File: config.mk
export PLATFORM = sky130hd
export DESIGN_NAME = jet_colormap_pixel
export DESIGN_NICKNAME = d
export VERILOG_FILES = /design/src/rtl/core/jet_pkg.sv /design/src/rtl/core/jet_colormap_pixel.sv
export SDC_FILE = /design/constraint.sdc
export NUM_CORES = 1
export LEC_CHECK = 0
export ABC_CLOCK_PERIOD_IN_PS = 6100
export BUFFER_PORTS_ARGS = -buffer_cell sky130_fd_sc_hd__buf_2
export CORE_MARGIN = 2
export CORE_UTILIZATION = 55
export DETAILED_ROUTE_END_ITERATION = 10
export PLACE_DENSITY = 0.75
export SYNTH_ARGS = -nofsm -noshare
export SYNTH_HDL_FRONTEND = slang
export SYNTH_SLANG_ARGS = --single-unit
export TNS_END_PERCENT = 10
File: constraint.sdc
create_clock -name clk -period 6.1 [get_ports clk]
set_clock_uncertainty 0.05 [all_clocks]
set_input_delay 0.61 -clock clk [delete_from_list [all_inputs] [get_ports clk]]
set_output_delay 0.61 -clock clk [all_outputs]
set_load 0.01 [all_outputs]
File: src/rtl/core/jet_pkg.sv
`default_nettype none
// ----------------------------------------------------------------------------
// jet_pkg
// Shared types and constants for the jet colormap pixel block.
// ----------------------------------------------------------------------------
package jet_pkg;

	// default widths
	localparam int SAMPLE_BITS_DEF   = 16;
	localparam int FRACTION_BITS_DEF = 16;

	// reciprocal span register width and its binary point
	localparam int SCALE_BITS      = 27;
	localparam int SCALE_FRAC_BITS = 24;

	// register file
	localparam int REG_INDEX_BITS = 2;
	typedef logic [REG_INDEX_BITS-1:0] reg_index_t;
	localparam reg_index_t REG_LOW_LIMIT  = 2'd0;
	localparam reg_index_t REG_HIGH_LIMIT = 2'd1;
	localparam reg_index_t REG_SPAN_SCALE = 2'd2;

	// register reset values
	localparam int                    LOW_LIMIT_RESET  = 0;
	localparam int                    HIGH_LIMIT_RESET = 32767;
	localparam logic [SCALE_BITS-1:0] SPAN_SCALE_RESET = 27'd3072;

	// full intensity of one channel
	localparam logic [7:0] CHAN_FULL = 8'd255;

	// how a sample is colored
	typedef enum logic [1:0] {
		PIX_BLACK,
		PIX_WHITE,
		PIX_MAP
	} pix_class_t;

endpackage
`default_nettype wire

File: src/rtl/core/jet_colormap_pixel.sv
`default_nettype none
// ----------------------------------------------------------------------------
// jet_colormap_pixel
// Maps one signed sample to a jet-style RGB pixel through a fixed-point
// position, six color segments and linear channel ramps.
// ----------------------------------------------------------------------------
// Usage:
// The sample channel (in_valid, in_stall, sample) takes one sample per
// transfer; the pixel channel (out_valid, out_stall, red, green, blue) gives
// one pixel per transfer, in the order the samples came in.
// Software writes low_limit, high_limit and span_scale through the write port
// (wr_en, wr_index, wr_data) while no samples are in flight.
// A sample transfer loads the input register, then limit compare and
// subtract, span multiply, and segment select with ramps each fill one more
// register, the last one being the output register, which drives out_valid.
// One sample is taken every cycle unless in_stall is high; each stage moves
// whenever the stage after it is empty or moving.
// When the receiver stalls, the output register holds its pixel and the
// stages behind it keep filling until every stage is full; only then does
// in_stall rise.
// Reset empties the pipeline and loads low_limit = 0, high_limit = 32767 and
// span_scale = 3072.
// ----------------------------------------------------------------------------
module jet_colormap_pixel #(
	parameter int SAMPLE_BITS   = jet_pkg::SAMPLE_BITS_DEF,
	parameter int FRACTION_BITS = jet_pkg::FRACTION_BITS_DEF
) (
	input  wire logic                              clk,
	input  wire logic                              arst_n,
	// configuration write port
	input  wire logic                              wr_en,
	input  wire jet_pkg::reg_index_t               wr_index,
	input  wire logic [((SAMPLE_BITS > jet_pkg::SCALE_BITS) ?
	                    SAMPLE_BITS : jet_pkg::SCALE_BITS)-1:0] wr_data,
	// sample channel
	input  wire logic                              in_valid,
	output logic                                   in_stall,
	input  wire logic signed [SAMPLE_BITS-1:0]     sample,
	// pixel channel
	output logic                                   out_valid,
	input  wire logic                              out_stall,
	output logic [7:0]                             red,
	output logic [7:0]                             green,
	output logic [7:0]                             blue
);
	import jet_pkg::*;

	localparam int PROD_BITS = SAMPLE_BITS + SCALE_BITS;
	localparam int POS_SHIFT = SCALE_FRAC_BITS - FRACTION_BITS;
	localparam int POS_BITS  = FRACTION_BITS + 3;
	localparam logic [PROD_BITS-1:0] POS_MAX =
		(PROD_BITS'(6) << FRACTION_BITS) - PROD_BITS'(1);
	localparam logic [FRACTION_BITS:0] POS_ONE =
		(FRACTION_BITS+1)'(1) << FRACTION_BITS;

	// configuration registers
	logic signed [SAMPLE_BITS-1:0] low_limit_q;
	logic signed [SAMPLE_BITS-1:0] high_limit_q;
	logic [SCALE_BITS-1:0]         span_scale_q;

	// pipeline registers
	logic                          valid_s1, valid_s2, valid_s3;
	logic signed [SAMPLE_BITS-1:0] sample_s1;
	pix_class_t                    class_s2, class_s3;
	logic [SAMPLE_BITS-1:0]        diff_s2;
	logic [PROD_BITS-1:0]          prod_s3;

	// output register
	logic       out_valid_q;
	logic [7:0] red_q, green_q, blue_q;

	// stage enables
	logic en_out, en_s3, en_s2, en_s1;

	// stage 2 logic
	logic signed [SAMPLE_BITS:0] diff_full;
	pix_class_t                  class_d;

	// stage 3 logic
	logic [PROD_BITS-1:0]     pos_raw;
	logic [POS_BITS-1:0]      pos_sat;
	logic [2:0]               seg;
	logic [FRACTION_BITS-1:0] frac;
	logic [FRACTION_BITS+7:0] up_prod;
	logic [FRACTION_BITS:0]   down_x;
	logic [FRACTION_BITS+8:0] down_prod;
	logic [7:0]               ramp_up, ramp_down;
	logic [7:0]               red_d, green_d, blue_d;

	// register writes
	always_ff @(posedge clk or negedge arst_n) begin
		if (!arst_n) begin
			low_limit_q  <= SAMPLE_BITS'(LOW_LIMIT_RESET);
			high_limit_q <= SAMPLE_BITS'(HIGH_LIMIT_RESET);
			span_scale_q <= SPAN_SCALE_RESET;
		end else if (wr_en) begin
			case (wr_index)
				REG_LOW_LIMIT:  low_limit_q  <= wr_data[SAMPLE_BITS-1:0];
				REG_HIGH_LIMIT: high_limit_q <= wr_data[SAMPLE_BITS-1:0];
				REG_SPAN_SCALE: span_scale_q <= wr_data[SCALE_BITS-1:0];
				default: ;
			endcase
		end
	end

	// stall chain: a stage moves when it is empty or the next one moves
	assign en_out   = !out_valid_q || !out_stall;
	assign en_s3    = !valid_s3 || en_out;
	assign en_s2    = !valid_s2 || en_s3;
	assign en_s1    = !valid_s1 || en_s2;
	assign in_stall = !en_s1;

	// valid bits
	always_ff @(posedge clk or negedge arst_n) begin
		if (!arst_n) begin
			valid_s1    <= 1'b0;
			valid_s2    <= 1'b0;
			valid_s3    <= 1'b0;
			out_valid_q <= 1'b0;
		end else begin
			if (en_s1)  valid_s1    <= in_valid;
			if (en_s2)  valid_s2    <= valid_s1;
			if (en_s3)  valid_s3    <= valid_s2;
			if (en_out) out_valid_q <= valid_s3;
		end
	end

	// limit compare and offset from the low limit
	always_comb begin
		diff_full = {sample_s1[SAMPLE_BITS-1], sample_s1} -
		            {low_limit_q[SAMPLE_BITS-1], low_limit_q};
		if (sample_s1 >= high_limit_q) begin
			class_d = PIX_BLACK;
		end else if (sample_s1 < low_limit_q) begin
			class_d = PIX_WHITE;
		end else begin
			class_d = PIX_MAP;
		end
	end

	// position, saturated just below six
	always_comb begin
		pos_raw = prod_s3 >> POS_SHIFT;
		if (pos_raw > POS_MAX) begin
			pos_sat = POS_MAX[POS_BITS-1:0];
		end else begin
			pos_sat = pos_raw[POS_BITS-1:0];
		end
		seg  = pos_sat[POS_BITS-1:FRACTION_BITS];
		frac = pos_sat[FRACTION_BITS-1:0];
	end

	// ramps: 255*x as (x << 8) - x, whole part kept
	always_comb begin
		up_prod   = {frac, 8'd0} - (FRACTION_BITS+8)'(frac);
		down_x    = POS_ONE - (FRACTION_BITS+1)'(frac);
		down_prod = {down_x, 8'd0} - (FRACTION_BITS+9)'(down_x);
		ramp_up   = up_prod[FRACTION_BITS+7:FRACTION_BITS];
		ramp_down = down_prod[FRACTION_BITS+7:FRACTION_BITS];
	end

	// segment select
	always_comb begin
		case (class_s3)
			PIX_BLACK: begin
				red_d = 8'd0; green_d = 8'd0; blue_d = 8'd0;
			end
			PIX_WHITE: begin
				red_d = CHAN_FULL; green_d = CHAN_FULL; blue_d = CHAN_FULL;
			end
			default: begin
				case (seg)
					3'd0: begin
						red_d = 8'd0; green_d = 8'd0; blue_d = ramp_up;
					end
					3'd1: begin
						red_d = 8'd0; green_d = ramp_up; blue_d = CHAN_FULL;
					end
					3'd2: begin
						red_d = ramp_up; green_d = CHAN_FULL; blue_d = ramp_down;
					end
					3'd3: begin
						red_d = CHAN_FULL; green_d = ramp_down; blue_d = 8'd0;
					end
					3'd4: begin
						red_d = CHAN_FULL; green_d = 8'd0; blue_d = 8'd0;
					end
					default: begin
						red_d = CHAN_FULL; green_d = ramp_up; blue_d = ramp_up;
					end
				endcase
			end
		endcase
	end

	// payload registers
	always_ff @(posedge clk) begin
		if (en_s1) begin
			sample_s1 <= sample;
		end
		if (en_s2) begin
			class_s2 <= class_d;
			diff_s2  <= diff_full[SAMPLE_BITS-1:0];
		end
		if (en_s3) begin
			class_s3 <= class_s2;
			prod_s3  <= PROD_BITS'(diff_s2) * PROD_BITS'(span_scale_q);
		end
		if (en_out) begin
			red_q   <= red_d;
			green_q <= green_d;
			blue_q  <= blue_d;
		end
	end

	assign out_valid = out_valid_q;
	assign red       = red_q;
	assign green     = green_q;
	assign blue      = blue_q;

`ifndef ASSERT_OFF
	// input stalls only when every stage is full and the output is held
	a_stall_full: assert property (@(posedge clk) disable iff (!arst_n)
		in_stall |-> (valid_s1 && valid_s2 && valid_s3 && out_valid_q && out_stall))
		else $error("in_stall raised with room in the pipeline");

	// saturated position never selects past the last segment
	a_seg_range: assert property (@(posedge clk) disable iff (!arst_n)
		(valid_s3 && class_s3 == PIX_MAP) |-> (seg <= 3'd5))
		else $error("segment index beyond five");

	// a sample at or above the high limit leaves as black
	a_black_out: assert property (@(posedge clk) disable iff (!arst_n)
		(valid_s3 && en_out && class_s3 == PIX_BLACK) |=>
		(out_valid && red == 8'd0 && green == 8'd0 && blue == 8'd0))
		else $error("black sample produced a colored pixel");
`endif

endmodule
`default_nettype wire
==> results of run 1 <==
-- state kept, by name (all words and copies together) (netlist names) --
| signal | cells |
|---|---|
| prod_s3 | 35 |
| span_scale_q | 27 |
| diff_s2 | 16 |
| high_limit_q | 16 |
| low_limit_q | 16 |
| sample_s1 | 16 |
| blue | 8 |
| green | 8 |
| red | 8 |
| class_s2 | 2 |
| class_s3 | 2 |
| out_valid | 1 |
| valid_s1 | 1 |
| valid_s2 | 1 |
| valid_s3 | 1 |
-- worst max path at each step --
stage | from | end | slack (ns) | cells after the start
floorplan | diff_s2[2] | prod_s3[40] | -0.04 | 22
global placement | span_scale_q[11] | prod_s3[40] | -0.40 | 21
detailed placement | span_scale_q[11] | prod_s3[40] | -0.62 | 21
CTS | diff_s2[4] | prod_s3[39] | -0.18 | 25
global route | diff_s2[5] | prod_s3[41] | -0.45 | 23
finish | span_scale_q[15] | prod_s3[41] | -0.29 | 21
-- cells in the mapped netlist (all sizes together) (6+ instances only) --
cell	n	area share (%)
nand2b	10	0.29
dfstp	17	2.1
fa	348	32
buf	12	0.31
a211oi	10	0.35
xnor2	41	1.7
and2	191	5.5
xor2	21	0.85
or3	19	0.55
o31ai	6	0.21
o21ai	59	1.4
clkbuf	87	1.5
and3	11	0.32
edfxtp	95	13
nand2	316	5.5
nand4	15	0.50
mux2	45	2.3
nor2	71	1.3
o211ai	9	0.31
ha	159	9.1
o21bai	6	0.21
o21a	15	0.52
a21o	14	0.48
dfrtp	46	5.3
nor3	29	0.84
nor4	12	0.37
inv	454	7.8
a21oi	49	1.1
nand3	28	0.64
nor2b	12	0.35
a31oi	10	0.29
-- per-layer routing --
metal / vias up / track usage [%] / share of wire [%]
met1: 8451 / 36.6 / 39
met4: 2 / 10.9 / 3.9
met2: 674 / 49.7 / 50
met5: - / 0 / 0.023
li1: 7625 / - / -
met3: 145 / 4.22 / 6.8
-- metrics by stage --
stage	setup slack, ns	std cells	setup TNS, ns
finish	-0.286	3038	-3.19
global route	-0.447	3038	-8.18
CTS	-0.180	3028	-1.85
detailed placement	-0.621	2974	-8.30
global placement	-0.399	2974	-4.18
floorplan	-0.0403	2291	-0.0980
-- layout make-up --
cell class                      instances  share of cell area (%)
Inverter                              454                    6.72
Sequential cell                       158                    17.6
Timing Repair Buffer                  296                    9.00
Tap cell                              518                    2.55
Clock buffer                           19                    1.83
Clock inverter                         13                   0.631
Multi-Input combinational cell       1580                    61.7
-- kinds of logic (layout without fill, tap and decap cells) --
logic type      Yosys count  in the layout  synth area share [%]
compound gates          225            225                  6.73
xor+xnor                 63             63                  2.64
fa+ha+maj               508            508                  41.2
buf+inv                 553            782                  9.65
flops                   158            158                  20.5
mux                      47             47                  2.42
simple gates            737            737                  16.9
-- repair_timing --
action / in CTS / in global routing
pin swaps: 56 / 41
endpoints found under the setup margin: 26 / 29
resized for setup: 62 / 50
setup buffers: 23 / 10
==> reports/results.txt, run 1 <==
Mapped Nets: 2,848
layout net count: 3,064
Data required, critical path: 6.25 ns
CP cell instances: buf_4, nand2_1, fa_1, inv_1, fa_1, fa_1, fa_2, fa_1, inv_1, fa_1, inv_2, ha_4, nand4_1, nor2_2, a31oi_2, a21bo_2, a211oi_4, o31ai_4, o21ai_2, a31oi_1, xnor2_1
Hold Crit Depth: 1
Fmax: 157 MHz
commonest non-fill, non-tap cell in the layout: inv_1
Port Buffer Count: 75
Crit Path Max Fanout: 9
residual DRC count: 0
first-pass GRT wire length: 92,800 um
Antenna Nets Post-Route: 0
gr ovfl total: 0
drt first pass iters: 7
Fin Hold WS: 0.274 ns
Layout fillers: 2,962
Antenna diodes: 0
largest net degree at the start of global routing: 64
Netlist cell types: 75
final core occ: 65.3%
Fin. Hold Viols: 0
Seq. cell area: 4470 sq um
Vias/cell: 5.56
violations in the final reports: setup timing
Horiz. Die Dim: 203 um
Top cell by count, worst path: fa_1
HP Start: sample[10]
CTS Buffer Depth: 2
FF-to-FF path depth: 21
DP Area: 24,000 sq um
RSZ-0062 raised after global routing: yes
Setup Viol. Count Final: 23
clk slew on worst S/H paths: 0.07 ns
Layout area overhead: 16.6%
most frequent cells in the layout: inv_1, fa_1, nand2_1
vias in the first global route: 18,104
total CTS buffers: 17
Die Area: 41,200 sq um
cells after synthesis: 2,291
data arrival time of the critical path: 6.54 ns
final slew viol count: 0
Setup crit start kind: flip-flop
synth warn: 0
reg2reg end: prod_s3[41]
clock latency on the worst-skew pair: 0.45 ns
total wire length: 56,600 um
GP Congestion: 0.938
R2R Setup Slk: -0.29 ns
type of the most critical hold path: input pin to flip-flop
Total Routing Usage GR: 28.7%
cell row count: 72
Root Buffer: clkbuf_16
Main synth FF type: edfxtp_1
Syn Area/Cell: 9.50 sq um
minimum clock period: 6.39 ns
cts hold-fix bufs: 0
Avg WL per Cell: 18.6 um
DIE HEIGHT: 203 um
CP max-delay cell: fa_1
slowest stage delay, CP: 0.63 ns
Synth async-reset ratio: 39.9%
initial antenna violation count: 1
worst-margin pin slew: 1.09 ns
CP delay by family, top: adder cells
setup ws final: -0.286 ns
Worst Hold Path EP: sample_s1[10]
cell area after synthesis: 21,800 sq um
starting density of the core: 56.0%
share of layout cells above drive strength 1: 19.9%
Max-Slew Margin vs Limit: 27.4%
worst r2r src: span_scale_q[15]
Post-synth EDFFs: 95
final non-filler cell area: 25,400 sq um
via count: 16,897
CP Class: flip-flop to flip-flop
period utilisation layout: 105%
Seq/Total Area, Yosys: 20.5%
DRT iter0 DRCs: 1,035
Clock Sinks: 158
CP endpoint kind: flip-flop
Post-DP HPWL: 45,000 um
FF+latch count, synth: 158
Multi-input gate area: 15,600 sq um
CTS tree: built
status: finished, violations left
core area: 38,800 sq um
Max Cap Violations: 0
crit path buf inv count: 4
Top Ports: 76
htree depth: 4
Power of run 1 is not shown: default switching activity piles up to over one toggle a cycle in this logic, so the estimate is an artifact.
==> inputs of run 2 (changes only) <==
--- a/config.mk
+++ b/config.mk
@@ -14,4 +14,4 @@
 export SYNTH_ARGS = -nofsm -noshare
 export SYNTH_HDL_FRONTEND = slang
 export SYNTH_SLANG_ARGS = --single-unit
-export TNS_END_PERCENT = 10
+export TNS_END_PERCENT = 1
==> run 2 against run 1 <==
- the run still ends with setup timing left
- worst setup slack better by 0.0038 ns
- non-clock buffer count is 4 lower
- final area is 0.38% lower
- global-route usage stayed put
- register-to-register slack hardly changed
- final cell count is 0.13% lower
- critical path type unchanged
- largest cell class unchanged
==> reports/results.txt, run 2 (synthesized netlist as in run 1, its figures left out) <==
GP Congestion: 0.938 (unchanged)
setup ws final: -0.283 ns (+0.00380 ns)
Layout area overhead: 16.2%
total CTS buffers: 17 (unchanged)
total wire length: 56,200 um (-0.62%)
CTS Buffer Depth: 2 (unchanged)
type of the most critical hold path: input pin to flip-flop
layout net count: 3,060 (-0.13%)
via count: 16,795 (-0.60%)
vias in the first global route: 18,104 (unchanged)
largest net degree at the start of global routing: 64 (unchanged)
clk slew on worst S/H paths: 0.07 ns (about the same)
max reg flops: 35 (unchanged)
gr ovfl total: 0 (unchanged)
Post-DP HPWL: 45,000 um (unchanged)
DRT iter0 DRCs: 942 (-9.0%)
final slew viol count: 0 (unchanged)
DP Worst Slack: -0.621 ns (unchanged)
most frequent cells in the layout: inv_1, fa_1, nand2_1
core area: 38,800 sq um (unchanged)
CP Class: flip-flop to flip-flop
Fmax: 157 MHz (about the same)
drt first pass iters: 7 (unchanged)
Root Buffer: clkbuf_16
Antenna diodes: 0 (unchanged)
clock latency on the worst-skew pair: 0.46 ns (about the same)
Clock Sinks: 158 (unchanged)
CTS tree: built
starting density of the core: 56.0% (unchanged)
Horiz. Die Dim: 203 um (unchanged)
CP endpoint kind: flip-flop
minimum clock period: 6.38 ns (-0.00380 ns)
Port Buffer Count: 75 (unchanged)
Placed Cells: 2,974 (unchanged)
worst-margin pin slew: 1.10 ns (+0.0106 ns)
Antenna Nets Post-Route: 0 (unchanged)
Fin. Hold Viols: 0 (unchanged)
period utilisation layout: 105% (about the same)
Setup crit start kind: flip-flop
RSZ-0062 raised after global routing: yes
initial antenna violation count: 1 (unchanged)
residual DRC count: 0 (unchanged)
Top Ports: 76 (unchanged)
status: finished, violations left
first-pass GRT wire length: 92,800 um (unchanged)
Crit Path Max Fanout: 10 (+1)
Max-Slew Margin vs Limit: 26.7% (-0.71 points)
Max Cap Violations: 0 (unchanged)
Data required, critical path: 6.25 ns (about the same)
cts hold-fix bufs: 0 (unchanged)
Top reg by flops: prod_s3
Setup Viol. Count Final: 23 (unchanged)
biggest regs: prod_s3: 35 flops, span_scale_q: 27 flops
violations in the final reports: setup timing
commonest non-fill, non-tap cell in the layout: inv_1
DIE HEIGHT: 203 um (unchanged)
Layout fillers: 2,988 (+0.88%)
data arrival time of the critical path: 6.54 ns (about the same)
Avg WL per Cell: 18.5 um (-0.49%)
Finished Layout Cells: 3,034 (-0.13%)
cell row count: 72 (unchanged)
share of layout cells above drive strength 1: 19.1% (-0.84 points)
Total Routing Usage GR: 28.7% (unchanged)
Die Area: 41,200 sq um (unchanged)
htree depth: 4 (unchanged)
Vias/cell: 5.54 (-0.47%)
run 2: changes by cell type in the layout (fill, tap and decap cells not counted), moves of 4 or more:
cell,delta
inv_1,+7
inv_2,-7
ha_1,+4
buf_4,-4
run 2: layout make-up:
type                       instances  area, sq um  area share [%]
clock buffer                      19          464            1.84
multi-input combinational       1580        15600            61.6
sequential                       158         4470            17.7
inverter                         454         1700            6.74
timing repair buffer             292         2250            8.91
clock inverter                    13          160           0.634
tap                              518          648            2.56
run 2: what timing repair did:
item                                    4_1_cts  5_1_grt
pin swaps                                    56       30
hold endpoints to repair                      0        0
endpoints found under the setup margin       26       29
setup buffers                                23        6
resized for setup                            62       30
run 2: critical path, cell delays in order, from the launching register on:
cell      delay (ns)
dfrtp_1         0.58
buf_4           0.25
nand2_1         0.09
fa_1            0.60
inv_1           0.08
fa_1            0.49
fa_1            0.60
fa_1            0.44
fa_1            0.49
inv_1           0.05
fa_1            0.51
inv_2           0.05
ha_4            0.27
nand4_1         0.13
nor2_2          0.15
a31oi_2         0.10
a21bo_2         0.26
a211oi_4        0.36
o31ai_4         0.11
o211ai_1        0.22
a21oi_1         0.12
xnor2_1         0.13
run 2: worst paths after layout:
path | from | endpoint | slack (ns) | depth (start not counted)
max | span_scale_q[14] | prod_s3[40] | -0.28 | 21
min | sample[10] | sample_s1[10] | 0.27 | 1
max reg2reg | span_scale_q[14] | prod_s3[40] | -0.28 | 21
min reg2reg | class_s2[1] | class_s3[1] | 0.40 | 0
max in group asynchronous | arst_n | span_scale_q[19] | 5.14 | 2
min in group asynchronous | arst_n | low_limit_q[8] | 0.29 | 2
run 2: per-layer routing:
metal	up-vias	global-route usage, %	share of wire (%)	wire, um
li1	7607	-	-	-
met1	8404	36.6	39	22100
met2	639	49.7	50	28200
met3	143	4.22	6.7	3750
met4	2	10.9	3.8	2150
met5	-	0	0.023	13
run 2: through the flow:
stage	utilization, %	setup TNS, ns	area (sq um)	hold WS, ns
after global routing	65.1	-8.80	25300	0.262
after CTS	64.7	-1.85	25100	0.259
after global placement	61.9	-4.18	24000	0.388
final	65.1	-3.38	25300	0.273
after floorplan	-	-0.0980	21800	0.264
after detailed placement	61.9	-8.30	24000	0.385
Power of run 2 is left out for the same reason.
